==> src/hcbp_pkg.sv <==
package hcbp_pkg;

	// Field widths of the item formats.
	localparam int ACT_W   = 2;
	localparam int SYM_W   = 8;
	localparam int CODE_W  = 32;
	localparam int LEN_W   = 6;
	localparam int BYTE_W  = 8;
	localparam int PEND_W  = 7;
	localparam int BCNT_W  = 3;

	// Accumulator holds up to seven pending bits plus one full code.
	localparam int ACC_W   = PEND_W + CODE_W;
	localparam int TOT_W   = 6;

	// Longest code the encoder honors; longer loads are clamped.
	localparam int MAX_CODE_LEN = 32;
	localparam int LEN_LIMIT_I  = (MAX_CODE_LEN > CODE_W) ? CODE_W : MAX_CODE_LEN;
	localparam logic [LEN_W-1:0] LEN_LIMIT = LEN_W'(LEN_LIMIT_I);

	// Default size of the code table.
	localparam int DEF_SYMBOL_COUNT = 256;

	// Action codes of an input transaction.
	localparam logic [ACT_W-1:0] ACT_LOAD   = 2'd0;
	localparam logic [ACT_W-1:0] ACT_ENCODE = 2'd1;
	localparam logic [ACT_W-1:0] ACT_FLUSH  = 2'd2;

	typedef struct packed {
		logic [ACT_W-1:0]  action;
		logic [SYM_W-1:0]  symbol;
		logic [CODE_W-1:0] code_bits;
		logic [LEN_W-1:0]  code_len;
	} in_item_t;

	typedef struct packed {
		logic [BYTE_W-1:0] out_byte;
		logic              last_byte;
	} out_item_t;

	typedef enum logic [1:0] {
		ST_IDLE,
		ST_LOOKUP,
		ST_EMIT
	} state_t;

	// Commands from the controller to the datapath.
	typedef struct packed {
		logic ram_we;
		logic ram_re;
		logic lookup_load;
		logic lookup_commit;
		logic flush_load;
		logic emit;
	} cmd_t;

	// Status from the datapath to the controller.
	typedef struct packed {
		logic sym_ok;
		logic pend_nonzero;
		logic len_zero;
		logic fits;
		logic emit_last;
		logic out_free;
	} stat_t;

endpackage

==> src/hcbp_ctrl.sv <==
module hcbp_ctrl (
	input  logic                      clk,
	input  logic                      arst_n,
	input  logic                      in_valid,
	input  logic [hcbp_pkg::ACT_W-1:0] action,
	input  hcbp_pkg::stat_t           stat,
	output logic                      in_ready,
	output hcbp_pkg::cmd_t            cmd
);
	import hcbp_pkg::*;

	state_t state_q;
	state_t state_next;

	// State register.
	always_ff @(posedge clk or negedge arst_n) begin
		if (!arst_n) begin
			state_q <= ST_IDLE;
		end else begin
			state_q <= state_next;
		end
	end

	// Next state and commands.
	always_comb begin
		state_next = state_q;
		cmd        = '0;
		in_ready   = 1'b0;
		unique case (state_q)
			ST_IDLE: begin
				in_ready = 1'b1;
				if (in_valid) begin
					if (action == ACT_LOAD) begin
						cmd.ram_we = stat.sym_ok;
					end else if (action == ACT_ENCODE) begin
						if (stat.sym_ok) begin
							cmd.ram_re = 1'b1;
							state_next = ST_LOOKUP;
						end
					end else if (action == ACT_FLUSH) begin
						if (stat.pend_nonzero) begin
							cmd.flush_load = 1'b1;
							state_next     = ST_EMIT;
						end
					end
				end
			end
			ST_LOOKUP: begin
				// A zero-length code leaves the packer untouched.
				if (stat.len_zero) begin
					state_next = ST_IDLE;
				end else if (stat.fits) begin
					cmd.lookup_commit = 1'b1;
					state_next        = ST_IDLE;
				end else begin
					cmd.lookup_load = 1'b1;
					state_next      = ST_EMIT;
				end
			end
			ST_EMIT: begin
				if (stat.out_free) begin
					cmd.emit = 1'b1;
					if (stat.emit_last) begin
						state_next = ST_IDLE;
					end
				end
			end
			default: begin
				state_next = ST_IDLE;
			end
		endcase
	end

`ifndef SYNTHESIS
	// A lookup always leaves the lookup state in the next cycle.
	a_lookup_one_cycle: assert property (@(posedge clk) disable iff (!arst_n)
		state_q == ST_LOOKUP |=> state_q != ST_LOOKUP)
		else $error("lookup state held for more than one cycle");

	// A blocked output keeps the emitter waiting.
	a_emit_waits: assert property (@(posedge clk) disable iff (!arst_n)
		(state_q == ST_EMIT && !stat.out_free) |=> state_q == ST_EMIT)
		else $error("emitter left while output register was full");
`endif

endmodule

==> config.mk <==
export PLATFORM = sky130hd
export DESIGN_NAME = hcbp_ctrl
export DESIGN_NICKNAME = d
export VERILOG_FILES = /design/src/hcbp_pkg.sv /design/src/hcbp_ctrl.sv
export SDC_FILE = /design/constraint.sdc
export NUM_CORES = 1
export LEC_CHECK = 0
export BUFFER_PORTS_ARGS = -buffer_cell sky130_fd_sc_hd__buf_4
export CAP_MARGIN = 25
export CORE_AREA = 2 2 39 41
export CTS_CLUSTER_SIZE = 30
export DETAILED_ROUTE_END_ITERATION = 16
export DIE_AREA = 0 0 41 43
export MAX_ROUTING_LAYER = met4
export SYNTH_ARGS = -nofsm -noshare
export SYNTH_HDL_FRONTEND = slang
export SYNTH_SLANG_ARGS = --single-unit
==> constraint.sdc <==
create_clock -name clk -period 1.15 [get_ports clk]
set_input_delay 0.2875 -clock clk [delete_from_list [all_inputs] [get_ports clk]]
set_output_delay 0.2875 -clock clk [all_outputs]
set_load 0.02 [all_outputs]
After elaboration in Yosys (flattened, before gate mapping)
Cells that the tools add are included.
- mux-type cells: 30
- equal/unequal tests: 11
- reduce and logical (&&, ||, !) cells: 3
- operators with widths (kind ; count):
    2-bit 2-to-1 mux ; 14
    1-bit 2-to-1 mux ; 15
    3-bit inequality test (second input constant) ; 3
    2-bit inequality test (second input constant) ; 4
    7-bit AND reduction ; 1
    2-bit case mux with 3 select lines ; 1
    2-bit by 1-bit equality test with 1-bit output (second input constant) ; 2
    2-bit equality test (second input constant) ; 2
    2-bit logical NOT ; 2
- output and inout bits: 7
- register bits: 2

Longest topological paths before layout
Gate-level depths: netlist of the first run.
- word-level depth: 6
- depth in mapped cells: 5
- mapped depth without buffers: 5

Worst setup path after synthesis of the first run
OpenSTA, ideal clock, no wires.
- path kind: register -> output
- from: register state_q[1]
- to: output port cmd[4] (netlist bit)
- slack: -0.493 ns
- arrival time: 1.355 ns
- buffers on the path: 0
- data required time: 0.863 ns
- stages on the path, launching flop included: 4
- path through: dfrtp_1 nor2_2 nand2_1 nor3_1
- RTL lines (item ; RTL line ; RTL):
    from (decl) ; hcbp_ctrl.sv:12 ; state_t state_q;
    from (signal assigned) ; hcbp_ctrl.sv:20 ; state_q <= state_next;
    to (decl) ; hcbp_ctrl.sv:8 ; output hcbp_pkg::cmd_t cmd

==> metrics.txt, run 1 <==
std cell rows 14; Setup violations, final 8; final worst-path cycle share 127.7%; Worst Path Max Fanout 4; Clk pin slew, worst setup/hold paths 0.04 ns; violated checks setup timing; CTS buffer count 3; Syn. warnings 0; final hold vios 0; Worst Hold Slack 0.3779 ns; Synth area leaders dfrtp_1 21%, ha_1 21%, nand2_1 8.0%; synthesized cell area 234.0 sq um; Max-cap violations 0; post-synthesis register bit count 2; fill cell count 152; first-pass GRT wire length 1311 microns; DIE AREA 1763 sq um; Largest register FFs 2; Clock Sinks 2; Clock Path Buffers 2; nets@finish 76; Syn Area/Cell 8.356 sq um; Starting DRT DRC Count 1; top cell type by total area after synthesis dfrtp_1; WP data arrival 1.18 ns; via count 332; port bufs 17; # DRC 0; I/O pins 18; min-delay worst type in -> async; synth-to-layout area growth 148.1%; Worst-Skew Late Latency 0.23 ns; Setup CP Type reg -> out; chip height 43 microns; PwrDens 1068 nW/um^2; Largest Register state_q; gpl congestion 0.6472; die width 41 microns; antenna cell count 0; Fmax 681.0 MHz; Seq/Total Area, Yosys 21.39%; Root Buffer clkbuf_4; total power 619.8 uW; post-route ant nets 0; Leak 0.0002705 uW; DR WL/cell 11.74 microns; Syn Nets 43; biggest regs state_q (2); drt total wl 892 microns; Final WS setup -0.3185 ns; fraction of layout cells with a size suffix above 1 76.67%; startpoint types register; CP Capture Type output port; Clock Skew 0.007836 ns; drt pass-1 iters 3; detailed placement HPWL 625.2 microns; Total GRT Usage 11.61%; vias in the first global route 347; CTS HTree Levels 1; status finished with violations; slew margin rel. 83.68%; peak supply drop 0.3234 mV; core area 1384 sq um; Req. time, crit path 0.86 ns; Distinct cells, synth 16; grt ovf 0; antenna violations before repair 0; largest net degree at the start of global routing 5; area share of the largest cell type after synthesis 21.39%; fin crit period 1.469 ns; RSZ-0062 raised after global routing true; CTS tree yes; Starting Density 16.91%; Gate Count Post-Synth 28; Worst Tran Pin Value 0.2432 ns; Vias/cell 4.368; Pins Over Slew Limit 0
[layout by cell type (no fill, tap or decap), types with 2 or more instances in the layout]
cell type	instances
buf_4	22
buf_6	5
nand2_1	4
ha_1	3
clkbuf_4	3
inv_2	2
nor4b_2	2
inv_1	2
dfrtp_2	2
[metal layers]
layer | global-route usage, % | vias up | routed length, microns
met5 | - | - | 0
met4 | 8.000 | 0 | 0
met3 | 4.712 | 0 | 67
met2 | 19.06 | 12 | 530
met1 | 9.936 | 156 | 294
li1 | - | 164 | -
[kinds of logic (layout without fill, tap and decap cells)]
family,after synthesis,in the layout,share of synthesized area [%]
buf+inv,4,36,6.415
flops,2,2,21.39
simple gates,15,15,41.18
fa+ha+maj,4,4,21.39
compound gates,3,3,9.625
[path summary, 6_finish.rpt]
check                            from  cells past startpoint          to  slack (ns)
min reg2reg                state_q[0]                      2  state_q[0]        0.62
min in group clk              stat[4]                      3  state_q[0]        0.46
min                            arst_n                      2  state_q[1]        0.38
max in group asynchronous      arst_n                      2  state_q[0]        0.67
max                        state_q[1]                      4      cmd[0]       -0.32
max reg2reg                state_q[1]                      6  state_q[1]       -0.12
[Yosys cell counts]
cell      n
a21oi_1   1
a311oi_1  1
and3_1    1
and3b_1   1
dfrtp_1   2
ha_1      4
inv_1     4
nand2_1   5
nor2_1    1
nor2_2    1
nor3_1    2
nor4_1    1
nor4_2    1
nor4b_1   1
nor4b_2   1
o221ai_1  1
[repair_timing]
| item | CTS | global route |
|---|---|---|
| buffers inserted | 2 | 0 |
| endpoints found under the setup margin | 9 | 9 |
| pin swaps | 6 | 1 |
| hold buffers | 1 | 0 |
| hold endpoints to repair | 2 | 0 |
| resized for setup | 10 | 3 |
[power by group]
part	switching (uW)	internal (uW)	leakage, uW	total [uW]
sequential	23.6	85.3	0.0000240	109
combinational	150	184	0.000231	334
clock	47.3	129	0.0000150	177
[worst max-delay path, stage by stage, from the launching register on]
cell     delay, ns
dfrtp_2       0.44
buf_4         0.15
buf_6         0.10
and3_4        0.14
buf_6         0.12
[per-stage QoR]
stage / utilization [%] / area, sq um / TNS [ns] / instances / worst slack (ns)
floorplan: - / 276.5 / -0.6979 / 28 / -0.1501
global placement: 34.99 / 484.2 / -1.265 / 69 / -0.2942
detailed placement: 34.99 / 484.2 / -1.392 / 69 / -0.3177
CTS: 41.32 / 571.8 / -2.207 / 76 / -0.3567
global route: 41.95 / 580.6 / -2.446 / 76 / -0.3825
finish: 41.95 / 580.6 / -2.025 / 76 / -0.3185
[layout make-up]
type	instances	area [sq um]	share of cell area [%]
clock buffers	4	26.28	4.526
inverters	4	15.01	2.586
multi-input cells	22	235.2	40.52
flip-flops and latches	2	52.55	9.052
well taps	16	20.02	3.448
repair buffers	28	231.5	39.87
Power figures use the tool's default switching activity.
==> run 2, diff against run 1 <==
--- a/config.mk
+++ b/config.mk
@@ -5,7 +5,7 @@
 export SDC_FILE = /design/constraint.sdc
 export NUM_CORES = 1
 export LEC_CHECK = 0
-export BUFFER_PORTS_ARGS = -buffer_cell sky130_fd_sc_hd__buf_4
+export BUFFER_PORTS_ARGS = -buffer_cell sky130_fd_sc_hd__buf_2
 export CAP_MARGIN = 25
 export CORE_AREA = 2 2 39 41
 export CTS_CLUSTER_SIZE = 30
==> run 2 against run 1 <==
Against the previous run: clock skew grew 0.0091 ns; largest power group unchanged; first-iteration DRC count grew to 7.0 times the previous value; worst hold slack got worse by 0.013 ns; final cell count is 2.6% higher; sequential power about the same; highest routed layer unchanged; final area shrank 2.2%; the run still ends with setup timing left.
==> metrics.txt, run 2 (synthesis results as in run 1) <==
gpl congestion 0.6749 (+4.3%); slew margin rel. 83.06% (-0.62 points); Worst Tran Pin Value 0.2534 ns (+0.01024 ns); drt total wl 858 microns (-3.8%); commonest non-fill, non-tap cells in the layout 14 x buf_4, 10 x buf_2, 5 x buf_6; P_int 396.2 uW (-0.62%); Pins Over Slew Limit 0 (unchanged); Req. time, crit path 0.86 ns (about the same); Clock Path Buffers 2 (unchanged); Root Buffer clkbuf_4; chip height 43 microns (unchanged); status finished with violations; std cell rows 14 (unchanged); Starting DRT DRC Count 7 (+6); peak supply drop 0.4359 mV (+35%); drt pass-1 iters 3 (unchanged); Largest register FFs 2 (unchanged); port bufs 17 (unchanged); CP Capture Type output port; Clk pin slew, worst setup/hold paths 0.04 ns (about the same); fin crit period 1.511 ns (+0.04234 ns); vias in the first global route 325 (-6.3%); Layout Cells excl Fill 78 (+2.6%); commonest non-fill, non-tap cell in the layout buf_4; worst r2r src state_q[1]; clock share of power 29.2% (+0.7 points); Fmax 661.9 MHz (-2.8%); CTS buffer count 3 (unchanged); Largest Register state_q; Vias/cell 4.205 (-3.7%); synth-to-layout area growth 142.8%; # DRC 0 (unchanged); die width 41 microns (unchanged); biggest regs state_q (2); CTS tree yes; R2R cell count 5 (-1); fraction of layout cells with a size suffix above 1 79.03% (+2.4 points); Total GRT Usage 11.51% (-0.10 points); via count 328 (-1.2%); Critical R2R Capture state_q[1]; Starting Density 16.91% (unchanged); Final WS setup -0.3609 ns (-0.04234 ns); total power 629.8 uW (+1.6%); DR WL/cell 11.00 microns (-6.3%); core area 1384 sq um (unchanged); CTS HTree Levels 1 (unchanged); antenna violations before repair 0 (unchanged); part of the power in registers 17.5% (about the same); placed cells 69 (unchanged); largest net degree at the start of global routing 5 (unchanged); Max-cap violations 0 (unchanged); Core Util, Final 41.05% (-0.90 points); Worst-Skew Late Latency 0.24 ns (about the same); antenna cell count 0 (unchanged); switching part of the total 37.08% (+1.4 points); post-route ant nets 0 (unchanged); Leak 0.0002694 uW (-0.41%); Worst Hold Slack 0.3652 ns (-0.01266 ns); Worst R2R Setup Slack -0.05 ns (+0.07 ns); first-pass GRT wire length 1262 microns (-3.7%); Worst Path Max Fanout 4 (unchanged); detailed placement HPWL 572.8 microns (-8.4%); min-delay worst type in -> async; Clock Sinks 2 (unchanged); pre-CTS setup slack -0.3361 ns (-0.01847 ns); I/O pins 18 (unchanged); grt ovf 0 (unchanged); share of total power in combinational logic 53.4% (-0.5 points); Clock Skew 0.01691 ns (+0.009071 ns); nets@finish 78 (+2.6%); Setup violations, final 8 (unchanged); Net Sw Power 233.5 uW (+5.6%); WP data arrival 1.22 ns (+0.04 ns); violated checks setup timing; PwrDens 1109 nW/um^2 (+3.8%); RSZ-0062 raised after global routing true; DIE AREA 1763 sq um (unchanged); final worst-path cycle share 131.4% (+3.7 points); startpoint types register; Setup CP Type reg -> out; final hold vios 0 (unchanged)
-- run 2: power groups by stage --
stage	clock network [uW]	registers [uW]	logic [uW]
2_1_floorplan	0	111	121
3_3_place_gp	0	109	212
3_5_place_dp	0	108	213
6_report	184	110	336
4_1_cts	198	108	248
5_1_grt	200	111	356
-- run 2: layout make-up --
type	count	area (sq um)
inverter	4	15.01
timing repair buffer	30	221.5
multi-input combinational	22	232.7
fill	139	815.8
sequential	2	52.55
clock buffer	4	26.28
tap	16	20.02
-- run 2: layer usage --
metal | vias to the layer above | GRT usage [%] | wire length (microns) | part of all wire, %
met1 | 146 | 13.14 | 328 | 38
met4 | 0 | 10.00 | 0 | 0
met2 | 12 | 15.63 | 490 | 57
met5 | - | - | 0 | 0
met3 | 0 | 3.141 | 40 | 4.7
li1 | 170 | - | - | -
-- run 2: what timing repair did --
item                                   4_1_cts  5_1_grt
gates resized for setup                      5       16
setup endpoints to repair                    7        9
hold buffers                                 1        0
endpoints found under the hold margin        2        0
buffers inserted                             2        2
pin swaps                                    3        3
-- run 2: how the worst max path moves through the flow --
stage	from	endpoint	cells after the start
3_5_place_dp	action[0]	cmd[1]	5
5_1_grt	state_q[1]	cmd[1]	4
3_3_place_gp	action[0]	cmd[1]	5
6_report	state_q[1]	cmd[0]	4
4_1_cts	state_q[1]	cmd[1]	4
2_1_floorplan	state_q[1]	cmd[1]	3
-- run 2: through the flow --
step / setup TNS (ns) / cell area (sq um)
2_1_floorplan: -0.6979 / 276.5
3_3_place_gp: -1.315 / 441.7
3_5_place_dp: -1.369 / 441.7
4_1_cts: -2.118 / 506.7
5_1_grt: -2.602 / 568.0
6_report: -2.179 / 568.0
-- run 2: worst max-delay path: stages, from the launching register on --
cell	delay, ns
dfrtp_2	0.44
buf_4	0.15
buf_6	0.12
and3_1	0.14
buf_6	0.13
==> run 3, diff against run 2 <==
--- a/config.mk
+++ b/config.mk
@@ -15,3 +15,4 @@
 export SYNTH_ARGS = -nofsm -noshare
 export SYNTH_HDL_FRONTEND = slang
 export SYNTH_SLANG_ARGS = --single-unit
+export TNS_END_PERCENT = 50
==> run 3 against run 2 <==
Against the previous run: the run still ends with setup timing left; final area shrank 7.9%; sequential power is essentially flat; via count grew 4.9%; sequential share of layout area grew 0.80 points; core utilization shrank 3.3 points; flip-flop and latch count is the same; register-to-register slack gained 0.05 ns; clock skew shrank 0.0040 ns; largest cell class unchanged.
==> metrics.txt, run 3 (synthesis results as in run 1) <==
Setup violations, final 9 (+1); fraction of layout cells with a size suffix above 1 66.67% (-12 points); violated checks setup timing; final worst-path cycle share 129.0% (-2.4 points); Starting Density 16.91% (unchanged); total power 565.4 uW (-10%); CP Capture Type output port; Req. time, crit path 0.86 ns (about the same); startpoint types register; status finished with violations; std cell rows 14 (unchanged); drt total wl 759 microns (-12%); commonest non-fill, non-tap cells in the layout 14 x buf_4, 11 x buf_2, 4 x inv_1, 4 x nand2_1, 4 x ha_1; Pins Over Slew Limit 0 (unchanged); first-pass GRT wire length 1221 microns (-3.2%); Clock Skew 0.01286 ns (-0.004043 ns); DIE AREA 1763 sq um (unchanged); synth-to-layout area growth 123.5%; Leak 0.0002594 uW (-3.7%); CTS buffer count 3 (unchanged); chip height 43 microns (unchanged); share of total power in combinational logic 48.6% (-4.8 points); post-route ant nets 0 (unchanged); biggest regs state_q (2); Final WS setup -0.3335 ns (+0.02731 ns); switching part of the total 37.13% (+0.048 points); CTS HTree Levels 1 (unchanged); RSZ-0062 raised after global routing true; P_int 355.5 uW (-10%); Root Buffer clkbuf_4; # DRC 0 (unchanged); Fmax 674.1 MHz (+1.8%); final hold vios 0 (unchanged); CTS tree yes; slew margin rel. 82.60% (-0.46 points); port bufs 17 (unchanged); part of the power in registers 19.1% (+1.6 points); Setup TNS -1.981 ns (+0.1981 ns); Total GRT Usage 11.00% (-0.51 points); drt pass-1 iters 4 (+1); WP data arrival 1.20 ns (-0.02 ns); peak supply drop 0.4447 mV (+2.0%); antenna cell count 0 (unchanged); Largest register FFs 2 (unchanged); detailed placement HPWL 572.8 microns (unchanged); Setup CP Type reg -> out; PwrDens 1081 nW/um^2 (-2.5%); Clock Sinks 2 (unchanged); I/O pins 18 (unchanged); commonest non-fill, non-tap cell in the layout buf_4; Worst-Skew Late Latency 0.24 ns (about the same); die width 41 microns (unchanged); Worst Path Max Fanout 4 (unchanged); Max-cap violations 0 (unchanged); Clk pin slew, worst setup/hold paths 0.04 ns (about the same); Vias/cell 4.526 (+7.6%); nets@finish 76 (-2.6%); Starting DRT DRC Count 4 (-3); core area 1384 sq um (unchanged); min-delay worst type in -> async; gpl congestion 0.6749 (unchanged); DR WL/cell 9.987 microns (-9.2%); fin crit period 1.484 ns (-0.02731 ns); Clock Path Buffers 2 (unchanged); vias in the first global route 317 (-2.5%); Worst Hold Slack 0.3660 ns (+0.0008050 ns); antenna violations before repair 0 (unchanged); clock share of power 32.4% (+3.2 points); grt ovf 0 (unchanged); Largest Register state_q; Net Sw Power 209.9 uW (-10%); Worst Tran Pin Value 0.2586 ns (+0.005232 ns); largest net degree at the start of global routing 5 (unchanged); via count 344 (+4.9%)
run 3: cell types whose count changed in the layout (fill, tap and decap cells not counted), sizes merged:
cell | previous run | this run
buf | 29 | 27
run 3: final cells by class:
| class | instances | area, sq um |
|---|---|---|
| well taps | 16 | 20.02 |
| fillers | 141 | 860.8 |
| repair buffers | 28 | 192.7 |
| flip-flops and latches | 2 | 52.55 |
| inverters | 4 | 15.01 |
| clock buffers | 4 | 26.28 |
| multi-input cells | 22 | 216.5 |
run 3: worst paths after layout:
check	from	end	slack (ns)	depth (start not counted)
min	arst_n	state_q[1]	0.37	2
max reg2reg	state_q[0]	state_q[1]	0	4
max in group asynchronous	arst_n	state_q[0]	0.66	2
min in group clk	stat[4]	state_q[0]	0.43	3
min reg2reg	state_q[0]	state_q[0]	0.61	2
max	state_q[0]	cmd[1]	-0.33	4
run 3: repair_timing:
item                                    CTS  global route
pin swaps                                 3             1
gates resized for setup                   5             5
hold endpoints to repair                  2             0
hold buffers                              1             0
endpoints found under the setup margin    7             9
buffers inserted                          1             1
run 3: worst max-delay path, stage by stage (launching register included):
cell     delay [ns]
dfrtp_2        0.43
nor2_4         0.15
nand2_4        0.08
nor4_4         0.12
buf_4          0.18
run 3: per-stage QoR:
step / std cells / utilization (%) / setup WS, ns / area, sq um
2_1_floorplan: 28 / - / -0.1501 / 276.5
3_3_place_gp: 69 / 31.92 / -0.3216 / 441.7
3_5_place_dp: 69 / 31.92 / -0.3361 / 441.7
4_1_cts: 75 / 36.08 / -0.3631 / 499.2
5_1_grt: 76 / 37.79 / -0.4266 / 523.0
6_report: 76 / 37.79 / -0.3335 / 523.0
run 3: routing by layer:
metal	global-route usage, %	wire, microns	vias up
met5	-	0	-
met4	10.00	17	0
met3	3.141	64	2
met2	14.06	390	21
met1	13.14	287	154
li1	-	-	167
run 3: power groups by stage:
stage	Combinational, uW	Clock, uW	Sequential [uW]
final	274	183	108
after floorplan	121	0	111
after global placement	212	0	109
after global routing	293	198	111
after detailed placement	213	0	108
after CTS	247	198	108
